## config.mk

```make
export PLATFORM = sky130hd
export DESIGN_NAME = ibcc_ctrl
export DESIGN_NICKNAME = d
export VERILOG_FILES = /design/src/rtl/ibcc_pkg.sv /design/src/rtl/ibcc_ctrl.sv
export SDC_FILE = /design/constraint.sdc
export NUM_CORES = 1
export LEC_CHECK = 0
export ABC_AREA = 1
export CAP_MARGIN = 20
export CORE_MARGIN = 10
export CORE_UTILIZATION = 30
export CTS_BUF_LIST = sky130_fd_sc_hd__clkbuf_8
export CTS_CLUSTER_SIZE = 28
export DETAILED_ROUTE_END_ITERATION = 10
export DONT_BUFFER_PORTS = 1
export HOLD_SLACK_MARGIN = 0.03
export PLACE_DENSITY = 0.55
export SKIP_LAST_GASP = 1
export SLEW_MARGIN = 40
export SYNTH_ARGS = -nofsm -noshare
export SYNTH_HDL_FRONTEND = slang
export SYNTH_SLANG_ARGS = --single-unit
```

## constraint.sdc

```tcl
create_clock -name clk -period 4 [get_ports clk]
set_input_delay 0 -clock clk [delete_from_list [all_inputs] [get_ports clk]]
set_output_delay 0 -clock clk [all_outputs]
set_load 0.01 [all_outputs]
```

## src/rtl/ibcc_pkg.sv

```systemverilog
// ----------------------------------------------------------------------------
// ibcc_pkg
// Shared types and constants of the interval booking capacity check unit.
// ----------------------------------------------------------------------------
package ibcc_pkg;

	localparam int unsigned DAY_W      = 10;
	localparam int unsigned AMOUNT_W   = 16;
	localparam int unsigned CAP_W      = 16;
	localparam int unsigned SUM_W      = 32;
	localparam int unsigned COUNT_W    = 16;
	localparam int unsigned NUM_DAYS_W = 11;
	localparam int unsigned APB_AW     = 2;
	localparam int unsigned APB_DW     = 32;

	localparam logic [COUNT_W-1:0]    COUNT_LIMIT    = 16'd32767;
	localparam logic [NUM_DAYS_W-1:0] NUM_DAYS_RESET = 11'd1024;
	localparam logic [APB_AW-1:0]     ADDR_NUM_DAYS  = 2'd0;

	localparam logic [1:0] OP_LOAD_CAP = 2'd0;
	localparam logic [1:0] OP_RESERVE  = 2'd1;
	localparam logic [1:0] OP_EVALUATE = 2'd2;

	typedef enum logic [2:0] {
		ST_CLEAR,
		ST_IDLE,
		ST_RES_HI,
		ST_RES_LO,
		ST_SCAN,
		ST_DRAIN,
		ST_REPORT
	} state_t;

	typedef enum logic [1:0] {
		WR_ADD,
		WR_SUB,
		WR_ZERO
	} wr_op_t;

	typedef struct packed {
		logic   rd;
		logic   wr;
		logic   fwd;
		wr_op_t wr_op;
	} dmem_cmd_t;

	typedef struct packed {
		logic valid;
		logic first;
		logic counted;
	} scan_cmd_t;

endpackage

```

## src/rtl/ibcc_ctrl.sv

```systemverilog
// ----------------------------------------------------------------------------
// ibcc_ctrl
// Sequencer: transaction decode, memory commands, sweeps, result register.
// ----------------------------------------------------------------------------
module ibcc_ctrl import ibcc_pkg::*; #(
	parameter int unsigned MAX_DAYS = 1024,
	parameter int unsigned DW       = 11,
	parameter int unsigned AW       = 10,
	parameter int unsigned CW       = 11
) (
	input  logic                  clk,
	input  logic                  arst_n,
	input  logic [NUM_DAYS_W-1:0] num_days,
	input  logic                  item_valid,
	output logic                  item_ready,
	input  logic [1:0]            op,
	input  logic [DAY_W-1:0]      cap_day,
	input  logic [DAY_W-1:0]      start_day,
	input  logic [DAY_W-1:0]      end_day,
	input  logic [AMOUNT_W-1:0]   amount,
	output logic                  result_valid,
	input  logic                  result_ready,
	output logic                  fits,
	output logic                  invalid_seen,
	input  logic                  fail,
	output dmem_cmd_t             dcmd,
	output logic [DW-1:0]         draddr,
	output logic [DW-1:0]         dwaddr,
	output logic [AMOUNT_W-1:0]   damount,
	output logic                  cap_we,
	output logic [AW-1:0]         cap_waddr,
	output logic [AW-1:0]         cap_raddr,
	output scan_cmd_t             scmd
);

	state_t               state_q, state_d;
	logic [DW-1:0]        day_q;
	logic [DW-1:0]        hi_addr_q;
	logic [DW-1:0]        lo_addr_q;
	logic [AMOUNT_W-1:0]  amount_q;
	logic [COUNT_W-1:0]   count_q;
	logic                 invalid_q;
	logic                 out_valid_q;
	logic                 fits_q;
	logic                 inv_seen_q;
	logic [CW-1:0]        days_eff;
	logic                 acc;
	logic                 res_bad;
	logic                 cap_ok;
	logic                 last_day;
	logic                 out_free;

	assign days_eff   = (CW'(num_days) > CW'(MAX_DAYS)) ? CW'(MAX_DAYS) : CW'(num_days);
	assign item_ready = (state_q == ST_IDLE) || (state_q == ST_RES_LO);
	assign acc        = item_valid && item_ready;
	assign res_bad    = (start_day > end_day) || (CW'(end_day) >= days_eff) ||
	                    (count_q >= COUNT_LIMIT);
	assign cap_ok     = CW'(cap_day) < CW'(MAX_DAYS);
	assign last_day   = day_q == DW'(MAX_DAYS);
	assign out_free   = !out_valid_q || result_ready;

	assign result_valid = out_valid_q;
	assign fits         = fits_q;
	assign invalid_seen = inv_seen_q;
	assign damount      = amount_q;

	always_comb begin
		state_d = state_q;
		unique case (state_q) inside
			ST_CLEAR: begin
				if (last_day) state_d = ST_IDLE;
			end
			ST_IDLE, ST_RES_LO: begin
				state_d = ST_IDLE;
				if (acc) begin
					case (op)
						OP_RESERVE:  if (!res_bad) state_d = ST_RES_HI;
						OP_EVALUATE: state_d = ST_SCAN;
						default:     state_d = ST_IDLE;
					endcase
				end
			end
			ST_RES_HI: begin
				state_d = ST_RES_LO;
			end
			ST_SCAN: begin
				if (last_day) state_d = ST_DRAIN;
			end
			ST_DRAIN: begin
				state_d = ST_REPORT;
			end
			ST_REPORT: begin
				if (out_free) state_d = ST_IDLE;
			end
			default: begin
				state_d = ST_IDLE;
			end
		endcase
	end

	always_comb begin
		dcmd      = '0;
		draddr    = day_q;
		dwaddr    = day_q;
		scmd      = '0;
		cap_raddr = AW'(day_q);
		cap_we    = 1'b0;
		cap_waddr = AW'(cap_day);
		unique case (state_q)
			ST_CLEAR: begin
				dcmd.wr    = 1'b1;
				dcmd.wr_op = WR_ZERO;
			end
			ST_RES_HI: begin
				dcmd.wr    = 1'b1;
				dcmd.wr_op = WR_ADD;
				dwaddr     = hi_addr_q;
				dcmd.rd    = 1'b1;
				draddr     = lo_addr_q;
			end
			ST_RES_LO: begin
				dcmd.wr    = 1'b1;
				dcmd.wr_op = WR_SUB;
				dcmd.fwd   = 1'b1;
				dwaddr     = lo_addr_q;
			end
			ST_SCAN: begin
				dcmd.rd       = 1'b1;
				dcmd.wr       = 1'b1;
				dcmd.wr_op    = WR_ZERO;
				scmd.valid    = 1'b1;
				scmd.first    = day_q == '0;
				scmd.counted  = CW'(day_q) < days_eff;
			end
			default: begin
				dcmd = '0;
			end
		endcase
		if (acc) begin
			case (op)
				OP_LOAD_CAP: cap_we = cap_ok;
				OP_RESERVE: begin
					if (!res_bad) begin
						dcmd.rd = 1'b1;
						draddr  = DW'(start_day);
					end
				end
				default: cap_we = 1'b0;
			endcase
		end
	end

	always_ff @(posedge clk or negedge arst_n) begin
		if (!arst_n) begin
			state_q     <= ST_CLEAR;
			day_q       <= '0;
			count_q     <= '0;
			invalid_q   <= 1'b0;
			out_valid_q <= 1'b0;
		end else begin
			state_q <= state_d;
			if ((state_q == ST_CLEAR || state_q == ST_SCAN) && !last_day) begin
				day_q <= day_q + 1'b1;
			end else if (acc && op == OP_EVALUATE) begin
				day_q <= '0;
			end
			if (acc && op == OP_RESERVE) begin
				if (res_bad) begin
					invalid_q <= 1'b1;
				end else begin
					count_q <= count_q + 1'b1;
				end
			end else if (state_q == ST_REPORT && out_free) begin
				count_q   <= '0;
				invalid_q <= 1'b0;
			end
			if (state_q == ST_REPORT && out_free) begin
				out_valid_q <= 1'b1;
			end else if (result_ready) begin
				out_valid_q <= 1'b0;
			end
		end
	end

	always_ff @(posedge clk) begin
		if (acc && op == OP_RESERVE) begin
			hi_addr_q <= DW'(start_day);
			lo_addr_q <= DW'({1'b0, end_day} + 11'd1);
			amount_q  <= amount;
		end
		if (state_q == ST_REPORT && out_free) begin
			fits_q     <= !fail;
			inv_seen_q <= invalid_q;
		end
	end

	a_count_limit: assert property (@(posedge clk) disable iff (!arst_n)
		count_q <= COUNT_LIMIT)
		else $error("reservation count above limit");

	a_res_seq: assert property (@(posedge clk) disable iff (!arst_n)
		(state_q == ST_RES_HI) |=> (state_q == ST_RES_LO))
		else $error("reservation update did not complete");

	a_report_clears: assert property (@(posedge clk) disable iff (!arst_n)
		(state_q == ST_REPORT && out_free) |=> (count_q == '0 && !invalid_q && result_valid))
		else $error("batch not cleared at report");

	a_day_bound: assert property (@(posedge clk) disable iff (!arst_n)
		day_q <= DW'(MAX_DAYS))
		else $error("sweep pointer out of range");

endmodule

```

== After elaboration in Yosys (flattened, before gate mapping) ==
Cells that the tools add are included.
Widths: inputs -> output; s select.

* Mux-type cells: 33
* Add/sub/neg operators: 3
* $lt $le $gt $ge: 5
* Reduce and logical (&&, ||, !) cells: 26
* Equal/unequal tests: 14

{| class="wikitable"
|+ Operators with widths
! cell !! number
|-
| $mux 11 || 7
|-
| $mux 16 || 3
|-
| $pmux 11 s2 || 1
|-
| $pmux 3 s6 || 1
|-
| $add 16x1->16 const B || 1
|-
| $ge 16x15->1 const B || 1
|-
| $mux 3 || 5
|-
| $mux 1 || 13
|-
| $add 10x1->11 const B || 1
|-
| $add 11x1->11 const B || 1
|-
| $eq 11x11->1 const B || 1
|-
| $ge 10x11->1 || 1
|-
| $gt 11x11->1 const B || 1
|-
| $logic_not 11->1 || 1
|-
| $lt 11x11->1 || 1
|-
| $gt 10x10->1 || 1
|-
| $ne 2x2->1 const B || 5
|-
| $eq 3x3->1 const B || 3
|-
| $eq 3x2->1 const B || 2
|-
| $pmux 3 s2 || 1
|-
| $reduce_bool 2->1 || 3
|-
| $reduce_or 2->1 || 3
|-
| $logic_and 1x1->1 || 5
|-
| $logic_or 1x1->1 || 5
|-
| other kinds (11) || 14
|}

* Flip-flop bits (word level): 71
* Word-level logic and storage cells: 91

== Logic depth before layout (Yosys ltp) ==
Gate-level depths: netlist of run 1.

* Depth in word-level cells: 9
* Gate-level depth with buffers: 17

== Least setup slack after synthesis of run 1 ==
OpenSTA, ideal clock, no wires.

* Path kind: in2reg
* Start point: input num_days[2]
* End point: register count_q[0]
* Cell stages on the path: 16
* Path slack: 2.112 ns
* Buffers on the path: 1
* Library setup time: 0.124 ns
* Arrival time: 1.765 ns
* Path through: nor2_1 nand3_1 o21ai_2 nand2_1 ha_1 nand2_1 nand2_1 nand2_1 nand3_1 nor2_1 nand2_1 nor2_2 nand3_4 buf_4 nand3_1 o21ai_1

* Cells in the longest elaborated chain, start to end: 7

{| class="wikitable"
|+ RTL lines
! item !! line !! RTL
|-
| start: declaration || ibcc_ctrl.sv:13 || <nowiki>input logic [NUM_DAYS_W-1:0] num_days,</nowiki>
|-
| $gt 11x11->1 || ibcc_ctrl.sv:53 || <nowiki>assign days_eff = (CW'(num_days) > CW'(MAX_DAYS)) ? CW'(MAX_DAYS) : CW'(num_days);</nowiki>
|-
| $mux 11 * || ibcc_ctrl.sv:53 ||
|-
| $ge 10x11->1 * || ibcc_ctrl.sv:56 || <nowiki>assign res_bad = (start_day > end_day) || (CW'(end_day) >= days_eff) ||</nowiki>
|-
| $logic_or 1x1->1 * (2 in series) || ibcc_ctrl.sv:56 ||
|-
| $ne 2x2->1 (no line) * || - ||
|-
| $reduce_and 2->1 (no line) * || - ||
|-
| end signal: assignment || ibcc_ctrl.sv:171 || <nowiki>count_q <= count_q + 1'b1;</nowiki>
|-
| end: declaration || ibcc_ctrl.sv:41 || <nowiki>logic [COUNT_W-1:0] count_q;</nowiki>
|}

Mark *: on every way between the ends. The rest lies on a longest branch, timed or not.
A chain may end at the register's enable or synchronous reset.

== Worst setup path in the final report of run 1 ==
* Start point: register state_q[0]
* End point: output draddr[4]

{| class="wikitable"
|+ RTL lines
! item !! line !! RTL
|-
| start: declaration || ibcc_ctrl.sv:36 || <nowiki>state_t state_q, state_d;</nowiki>
|-
| start signal: assignment || ibcc_ctrl.sv:161 || <nowiki>state_q <= state_d;</nowiki>
|-
| $eq 3x1->1 or $eq 3x2->1 (tied branches) || ibcc_ctrl.sv:54 || <nowiki>assign item_ready = (state_q == ST_IDLE) || (state_q == ST_RES_LO);</nowiki>
|-
| $logic_or 1x1->1 * || ibcc_ctrl.sv:54 ||
|-
| net item_ready || ibcc_ctrl.sv:15 || <nowiki>output logic item_ready,</nowiki>
|-
| $logic_and 1x1->1 * || ibcc_ctrl.sv:55 || <nowiki>assign acc = item_valid && item_ready;</nowiki>
|-
| $mux 11 * || ibcc_ctrl.sv:139 || <nowiki>if (acc) begin</nowiki>
|-
| end: declaration || ibcc_ctrl.sv:27 || <nowiki>output logic [DW-1:0] draddr,</nowiki>
|}

Mark *: on every way through the listed nets, which the timed path passes. The rest lies on a longest branch.

==> results of run 1 <==
worst max-delay path by stage:
| stage | endpoint | slack, ns | cells past startpoint |
|---|---|---|---|
| floorplan | count_q[0]$_DFFE_PN0P_ | 2.11 | 16 |
| global placement | count_q[1]$_DFFE_PN0P_ | 1.61 | 14 |
| detailed placement | count_q[1]$_DFFE_PN0P_ | 1.52 | 16 |
| CTS | draddr[4] | 1.37 | 10 |
| global route | draddr[2] | 1.15 | 10 |
| finish | draddr[4] | 1.36 | 10 |
placed cells by master (no fill, tap or decap):
master and instances:
sky130_fd_sc_hd__nand2_1 168, sky130_fd_sc_hd__inv_1 60, sky130_fd_sc_hd__dlygate4sd3_1 52, sky130_fd_sc_hd__nor2_1 50, sky130_fd_sc_hd__edfxtp_1 39, sky130_fd_sc_hd__nand3_1 37
sky130_fd_sc_hd__ha_1 34, sky130_fd_sc_hd__dfrtp_1 32, sky130_fd_sc_hd__o21ai_0 25, sky130_fd_sc_hd__xor2_1 22, sky130_fd_sc_hd__a21oi_1 15, sky130_fd_sc_hd__nor3_1 13
sky130_fd_sc_hd__nand4_1 10, sky130_fd_sc_hd__clkbuf_8 10, sky130_fd_sc_hd__o211ai_1 9, sky130_fd_sc_hd__inv_2 5, sky130_fd_sc_hd__o21ai_1 4, sky130_fd_sc_hd__nand3b_1 3
sky130_fd_sc_hd__o22ai_1 3, sky130_fd_sc_hd__buf_4 3, sky130_fd_sc_hd__nor2_4 2, sky130_fd_sc_hd__a22oi_1 2, sky130_fd_sc_hd__and2_1 2, sky130_fd_sc_hd__nor2_2 2
sky130_fd_sc_hd__nor4_1 2, sky130_fd_sc_hd__clkinv_2 2, sky130_fd_sc_hd__o21ai_2 1, sky130_fd_sc_hd__o2111ai_1 1, sky130_fd_sc_hd__a21o_1 1, sky130_fd_sc_hd__nand2_2 1
sky130_fd_sc_hd__nand3_4 1, sky130_fd_sc_hd__or2_2 1, sky130_fd_sc_hd__nand2_4 1, sky130_fd_sc_hd__xnor2_1 1, sky130_fd_sc_hd__nor3b_1 1, sky130_fd_sc_hd__buf_12 1
sequential cells by signal, indices dropped and copies added (netlist names), 3 cells and up:
name / cells
state_q: 3
count_q: 16
lo_addr_q: 11
damount: 16
hi_addr_q: 10
day_q: 11
timing repair:
item	4_1_cts	5_1_grt
hold buffers	53	0
setup endpoints to repair	0	0
hold endpoints to repair	85	0
cell families (layout without fill, tap and decap cells):
| logic type | count (synthesis) | count (layout) |
|---|---|---|
| buffers and inverters | 93 | 133 |
| AO/OA/AOI/OAI | 61 | 61 |
| XOR/XNOR | 23 | 23 |
| AND/OR/NAND/NOR | 294 | 294 |
| adder cells (fa/ha/maj) | 34 | 34 |
| flip-flops | 71 | 71 |
metal layers:
layer	track usage, %	part of all wire (%)
met5	0	0
met4	5.213	2.3
met3	5.215	8.6
met2	22.69	47
met1	16.07	42
where the power goes:
group / internal, mW / switching (mW) / total, mW / leakage (nW)
clock: 0.231 / 0.266 / 0.497 / 0.101
sequential: 0.868 / 0.139 / 1.01 / 0.783
combinational: 0.280 / 0.626 / 0.905 / 1.46
total: 1.38 / 1.03 / 2.41 / 2.34
through the flow:
step | std cells | total power [mW] | util [%]
detailed placement | 735 | 1.883 | 30.88
finish | 804 | 2.409 | 35.51
global placement | 735 | 1.854 | 30.85
floorplan | 576 | 1.662 | -
CTS | 804 | 2.449 | 35.51
global route | 804 | 2.604 | 35.51
cell type report:
cell class	count	area (µm²)
Timing Repair Buffer	56	563.0
Tap cell	188	235.2
Inverter	61	229.0
Fill cell	1565	9804
Multi-Input combinational cell	412	2236
Clock buffer	10	137.6
Sequential cell	71	1972
Clock inverter	6	25.02
critical path: stages, from the launching register on:
cell and delay [ns]:
sky130_fd_sc_hd__dfrtp_1 0.49, sky130_fd_sc_hd__inv_2 0.10, sky130_fd_sc_hd__nor2_4 0.18, sky130_fd_sc_hd__nand2_1 0.12, sky130_fd_sc_hd__inv_2 0.08, sky130_fd_sc_hd__nand2_2 0.20, sky130_fd_sc_hd__inv_2 0.16, sky130_fd_sc_hd__nand3_4 0.35
sky130_fd_sc_hd__inv_2 0.36, sky130_fd_sc_hd__nand2_1 0.10, sky130_fd_sc_hd__nand2_1 0.12
==> key figures, run 1 <==
Logic synthesis
  • Sequential cell area fraction in the yosys report: 42.42%
  • Library cell with the highest instance count after synthesis: sky130_fd_sc_hd__nand2_1
  • Ranking of synthesized cells by area: sky130_fd_sc_hd__edfxtp_1, sky130_fd_sc_hd__dfrtp_1, sky130_fd_sc_hd__nand2_1, sky130_fd_sc_hd__ha_1, sky130_fd_sc_hd__inv_1
  • Synthesis warning total: 0
  • Fraction of registers with async set or reset after synthesis: 45.07%
  • Mux cell area share after synthesis: 0%
  • Most numerous cell types in the synthesized netlist: sky130_fd_sc_hd__nand2_1, sky130_fd_sc_hd__inv_1, sky130_fd_sc_hd__nor2_1
  • Count of cell types in the netlist: 35
  • Area of the mapped netlist: 4648 µm²
  • Synthesized-area fraction occupied by ao, oa, aoi and oai cells: 7.456%
  • Top flip-flop cell by instance count after synthesis: sky130_fd_sc_hd__edfxtp_1
  • Synth top area share: 25.20%
  • Post-Synthesis Net Count: 674
  • Number of instances in the synthesized netlist: 576
  • Synth Area in Simple Gates: 27.05%
  • Share of the synthesized netlist area taken by xor and xnor gates: 4.334%
  • Largest family of logic cells by synthesized area: simple AND/OR/NAND/NOR gates
  • Number of synthesized flops with an enable pin: 39
  • Post-synthesis register bit count: 71
  • Most area-hungry cell type in the Yosys netlist: sky130_fd_sc_hd__edfxtp_1
  • Mean Syn Cell Area: 8.070 µm²
  • Adder-cell share of the synthesized area: 9.152%

Floorplan
  • Die Width: 144.5 µm
  • # IOs: 135
  • Core Region: 15200 µm²
  • Die H: 144.5 µm
  • Number of standard-cell rows in the floorplan: 45
  • Die area: 20870 µm²
  • Starting density of the core: 30.58%

Power and ir drop
  • Power per Cell Area: 446.3 nW/µm²
  • Maximum vdd drop: 0.0001565 V
  • Leak pwr: 2.340 nW

Outcome
  • Status: complete, no violations

Setup path
  • R2R depth: 10
  • CP startpoint kind: flip-flop
  • Setup slack of the worst register-to-register path: 1.72 ns
  • Data arrival time of the critical path: 2.64 ns
  • RR Startpoint: state_q[0]$_DFFE_PN0P_
  • Worst Setup SP: state_q[0]$_DFFE_PN0P_
  • Worst Setup Path Type: flip-flop to primary output
  • Worst path required time: 4.00 ns
  • Terminus of the critical flop-to-flop path: count_q[1]$_DFFE_PN0P_
  • Highest net fanout along the worst path: 33
  • Crit end category: primary output

Clock network
  • Buffer levels on the longest clock path: 2
  • Cts repair resizes: 0
  • CTS Buf Count: 9
  • H-tree levels: 3
  • Clock insertion delay at the later pin of the skew report: 0.37 ns
  • TritonCTS clock tree: built
  • Number of buffers inserted to repair setup after CTS: 0
  • CTS clk-pin slew, worst paths: 0.08 ns
  • Clk Tree Root Cell: sky130_fd_sc_hd__clkbuf_8
  • Clk sinks: 71

STA
  • Post-route worst setup slack: 1.361 ns
  • Slew HR: 51.26%
  • Max Transition Viols Final: 0
  • Count of endpoints failing setup in the final report: 0
  • RSZ-0062 raised after global routing: no
  • Achievable frequency: 378.9 MHz
  • Sum Neg Setup Slack: 0 ns
  • Final Critical Period: 2.639 ns
  • Hold violation count in the final report: 0
  • Fin Clk Skew: 0.01394 ns
  • Crit share post-route: 65.99%
  • Worst hold margin: 0.04413 ns
  • Worst slew pin tran: 0.7293 ns

Finish
  • # diodes: 0
  • Area growth syn-to-layout: 16.12%
  • Number of nets at the end of the flow: 709
  • Final Cell Area: 5398 µm²
  • Share of final-layout standard cells stronger than drive strength 1: 4.870%

Placement
  • Worst setup slack after placement: 1.519 ns
  • Routability cong.: 0.8574
  • Placed Instance Area: 4695 µm²
  • Post-DP HPWL: 10690 µm
  • IO buf count: 0

Detailed routing
  • Remaining routing DRC violations: 0
  • DRT antenna net count: 0
  • Via density per instance: 4.908
  • Detailed Route WL: 14150 µm
  • Final routed wire length divided by cell count: 17.60 µm
  • Total iterations of the first detailed-routing run: 4
  • Total number of vias: 3946
  • Number of DRC violations after detailed-routing iteration 0: 253

Global route
  • Number of global-route vias before repair: 4037
  • Number of antenna violations at the first check in global routing: 0
  • Wire length of the first global-routing pass: 22340 µm
  • GRT Residual Overflow: 0
  • Largest net degree at the start of global routing: 39
  • Overall global routing resource usage: 13.84%

Job
  • Max capacitance violation total: 0

Min path
  • Kind of path behind the tightest hold check: primary input to flip-flop
  • Startpoint of the most critical hold path: end_day[3]
  • Depth of the worst hold-timing path: 4
  • Worst hold endpoint: lo_addr_q[5]$_DFFE_PP_
Note: power is estimated with default switching activity, not from simulation.
==> inputs of run 2 (changes only) <==
==> constraint.sdc (replaced) <==
create_clock -name clk -period 2.7 [get_ports clk]
set_input_delay 0 -clock clk [delete_from_list [all_inputs] [get_ports clk]]
set_output_delay 0 -clock clk [all_outputs]
set_load 0.01 [all_outputs]
==> run 2 against run 1 <==
Compared with the run above: non-clock buffer count grew 7; sequential cell count is the same; combinational power grew 55%; global-route usage shrank 0.31 points; core utilization grew 0.67 points; critical endpoint unchanged; largest cell class unchanged; highest routed layer unchanged.
==> key figures, run 2 (synthesized netlist as in run 1, its figures left out) <==
Outcome
  • Status: complete, no violations (unchanged)

Power and ir drop
  • Clk pwr share: 24.7% (was 20.6%)
  • Internal power component: 2.281 mW (was 1.378 mW)
  • Net switching power of the design: 1.548 mW (was 1.031 mW)
  • Leak pwr: 2.392 nW (was 2.340 nW)
  • Post-layout total power: 3.829 mW (was 2.409 mW)
  • Maximum vdd drop: 0.0002446 V (was 0.0001565 V)
  • Switching share of power: 40.43% (was 42.79%)
  • Power per Cell Area: 696.2 nW/µm² (was 446.3 nW/µm²)
  • Part of the total power dissipated in sequential elements: 38.8% (was 41.8%)
  • Combinational power share: 36.5% (was 37.6%)

Clock network
  • Number of buffers inserted to repair setup after CTS: 0 (unchanged)
  • TritonCTS clock tree: built (unchanged)
  • CTS clk-pin slew, worst paths: 0.07 ns (was 0.08 ns)
  • H-tree levels: 3 (unchanged)
  • Clk Tree Root Cell: sky130_fd_sc_hd__clkbuf_8 (unchanged)
  • Clk sinks: 71 (unchanged)
  • CTS Buf Count: 9 (unchanged)
  • Buffer levels on the longest clock path: 2 (unchanged)
  • Clock insertion delay at the later pin of the skew report: 0.37 ns (about the same)

Detailed routing
  • Final routed wire length divided by cell count: 17.41 µm (was 17.60 µm)
  • Detailed Route WL: 14120 µm (was 14150 µm)
  • DRT antenna net count: 0 (unchanged)
  • Via density per instance: 4.877 (was 4.908)
  • Remaining routing DRC violations: 0 (unchanged)
  • Total number of vias: 3955 (was 3946)
  • Total iterations of the first detailed-routing run: 5 (was 4)
  • Number of DRC violations after detailed-routing iteration 0: 307 (was 253)

STA
  • Achievable frequency: 409.9 MHz
  • Count of endpoints failing setup in the final report: 0 (unchanged)
  • Worst slew pin tran: 0.6932 ns (was 0.7293 ns)
  • Final Critical Period: 2.439 ns
  • Crit share post-route: 90.35%
  • Fin Clk Skew: 0.01695 ns (was 0.01394 ns)
  • RSZ-0062 raised after global routing: no (unchanged)
  • Max Transition Viols Final: 0 (unchanged)
  • Post-route worst setup slack: 0.2605 ns (was 1.361 ns)
  • Hold violation count in the final report: 0 (unchanged)
  • Sum Neg Setup Slack: 0 ns (unchanged)
  • Slew HR: 53.67% (was 51.26%)
  • Worst hold margin: 0.06026 ns (was 0.04413 ns)

Setup path
  • Buffers & Inverters on Critical Path: 1 (was 4)
  • Highest net fanout along the worst path: 29 (was 33)
  • CP startpoint kind: flip-flop (unchanged)
  • Crit end category: primary output (unchanged)
  • Worst Setup Path Type: flip-flop to primary output (unchanged)
  • Data arrival time of the critical path: 2.44 ns (was 2.64 ns)
  • Cell type group with the largest total delay on the critical path: simple AND/OR/NAND/NOR gates (unchanged)
  • Most used cell, CP: sky130_fd_sc_hd__nand2_1 (was sky130_fd_sc_hd__inv_2)
  • Standard cell with the maximum stage delay on the critical path: sky130_fd_sc_hd__dfrtp_1 (unchanged)
  • Worst path required time: 2.70 ns (was 4.00 ns)
  • Delay of the slowest cell on the worst path: 0.43 ns (was 0.49 ns)
  • RR Startpoint: count_q[0]$_DFFE_PN0P_ (was state_q[0]$_DFFE_PN0P_)
  • Cell-by-cell listing of the critical path: ha_1, nand2_1, nor2_1, nand4_1, nand2_1, nor2_2, nand3_4, inv_4, nand2_1, nand2_1 (was inv_2, nor2_4, nand2_1, inv_2, nand2_2, inv_2, nand3_4, inv_2, nand2_1, nand2_1)
  • Worst Setup SP: count_q[0]$_DFFE_PN0P_ (was state_q[0]$_DFFE_PN0P_)

Global route
  • Largest net degree at the start of global routing: 39 (unchanged)
  • Overall global routing resource usage: 13.53% (was 13.84%)
  • Number of global-route vias before repair: 3970 (was 4037)
  • Wire length of the first global-routing pass: 21800 µm (was 22340 µm)
  • GRT Residual Overflow: 0 (unchanged)
  • Fraction of met3 tracks used by global routing: 4.231% (was 5.215%)
  • Number of antenna violations at the first check in global routing: 0 (unchanged)
  • Met1 track demand over resource: 16.65% (was 16.07%)
  • Met2 capacity usage during global routing: 22.32% (was 22.69%)
  • Most crowded layer after global routing: met2 (unchanged)

Placement
  • Worst setup slack after placement: 0.2520 ns (was 1.519 ns)
  • Post-DP HPWL: 10720 µm (was 10690 µm)
  • Placed Instance Area: 4742 µm² (was 4695 µm²)
  • Placed Instances: 742 (was 735)
  • Routability cong.: 0.8847 (was 0.8574)
  • IO buf count: 0 (unchanged)

Floorplan
  • Die area: 20870 µm² (unchanged)
  • Die Width: 144.5 µm (unchanged)
  • Die H: 144.5 µm (unchanged)
  • Core Region: 15200 µm² (unchanged)
  • # IOs: 135 (unchanged)
  • Starting density of the core: 30.58% (unchanged)
  • Number of standard-cell rows in the floorplan: 45 (unchanged)

Finish
  • Finished Layout Cells: 811 (was 804)
  • Number of fill cells: 1574 (was 1565)
  • Final Cell Area: 5500 µm² (was 5398 µm²)
  • Share of final-layout standard cells stronger than drive strength 1: 6.260% (was 4.870%)
  • Most used cells in the layout excluding fill and tap cells: sky130_fd_sc_hd__nand2_1, sky130_fd_sc_hd__inv_1, sky130_fd_sc_hd__dlygate4sd3_1, sky130_fd_sc_hd__nor2_1, sky130_fd_sc_hd__edfxtp_1 (unchanged)
  • # diodes: 0 (unchanged)
  • Number of nets at the end of the flow: 716 (was 709)
  • Share of the core filled with cells in the final layout: 36.18% (was 35.51%)
  • Leading cell type in the layout, fill and taps excluded: sky130_fd_sc_hd__nand2_1 (unchanged)
  • Area growth syn-to-layout: 18.33% (was 16.12%)

Job
  • Max capacitance violation total: 0 (unchanged)

Min path
  • Startpoint of the most critical hold path: op[1] (was end_day[3])
  • Kind of path behind the tightest hold check: primary input to primary output (was primary input to flip-flop)
==> run 2: cell count changes in the layout (fill, tap and decap cells not counted) <==
cell,before,now
sky130_fd_sc_hd__buf_4,3,10
sky130_fd_sc_hd__nor2_2,2,3
sky130_fd_sc_hd__nor2_4,2,1
sky130_fd_sc_hd__inv_2,5,4
sky130_fd_sc_hd__inv_4,0,1
sky130_fd_sc_hd__inv_1,60,58
sky130_fd_sc_hd__bufinv_16,0,2
==> run 2: what timing repair did <==
item / in CTS / in global routing
endpoints found under the setup margin: 0 / 9
hold buffers: 53 / 0
gates resized for setup: 0 / 1
hold endpoints to repair: 85 / 0
==> run 2: final timing paths <==
| check | to | slack (ns) | depth (start not counted) |
|---|---|---|---|
| max | draddr[4] | 0.26 | 10 |
| min | cap_we | 0.06 | 1 |
| max reg2reg | count_q[9]$_DFFE_PN0P_ | 0.47 | 10 |
| min reg2reg | invalid_seen$_DFFE_PP_ | 0.46 | 0 |
| max in group asynchronous | count_q[7]$_DFFE_PN0P_ | 2.42 | 2 |
| min in group asynchronous | day_q[8]$_DFFE_PN0P_ | 0.10 | 2 |
==> run 2: per-layer routing <==
metal	up-vias	part of all wire (%)
met5	-	0
met4	0	1.1
met3	8	8.7
met2	145	47
met1	1836	43
li1	1966	-
==> run 2: power groups by stage <==
stage	clock network, mW	logic [mW]	registers, mW
finish	0.947	1.40	1.49
global route	1.02	1.57	1.51
CTS	0.972	1.41	1.49
detailed placement	0	1.32	1.52
global placement	0	1.29	1.51
floorplan	0	1.05	1.41
==> run 2: cell type report <==
cell class,count,area [µm²],share of cell area [%]
Clock inverter,6,77.57,1.410
Sequential cell,71,1972,35.85
Multi-Input combinational cell,412,2231,40.56
Timing Repair Buffer,63,615.6,11.19
Inverter,61,231.5,4.208
Tap cell,188,235.2,4.277
Clock buffer,10,137.6,2.502
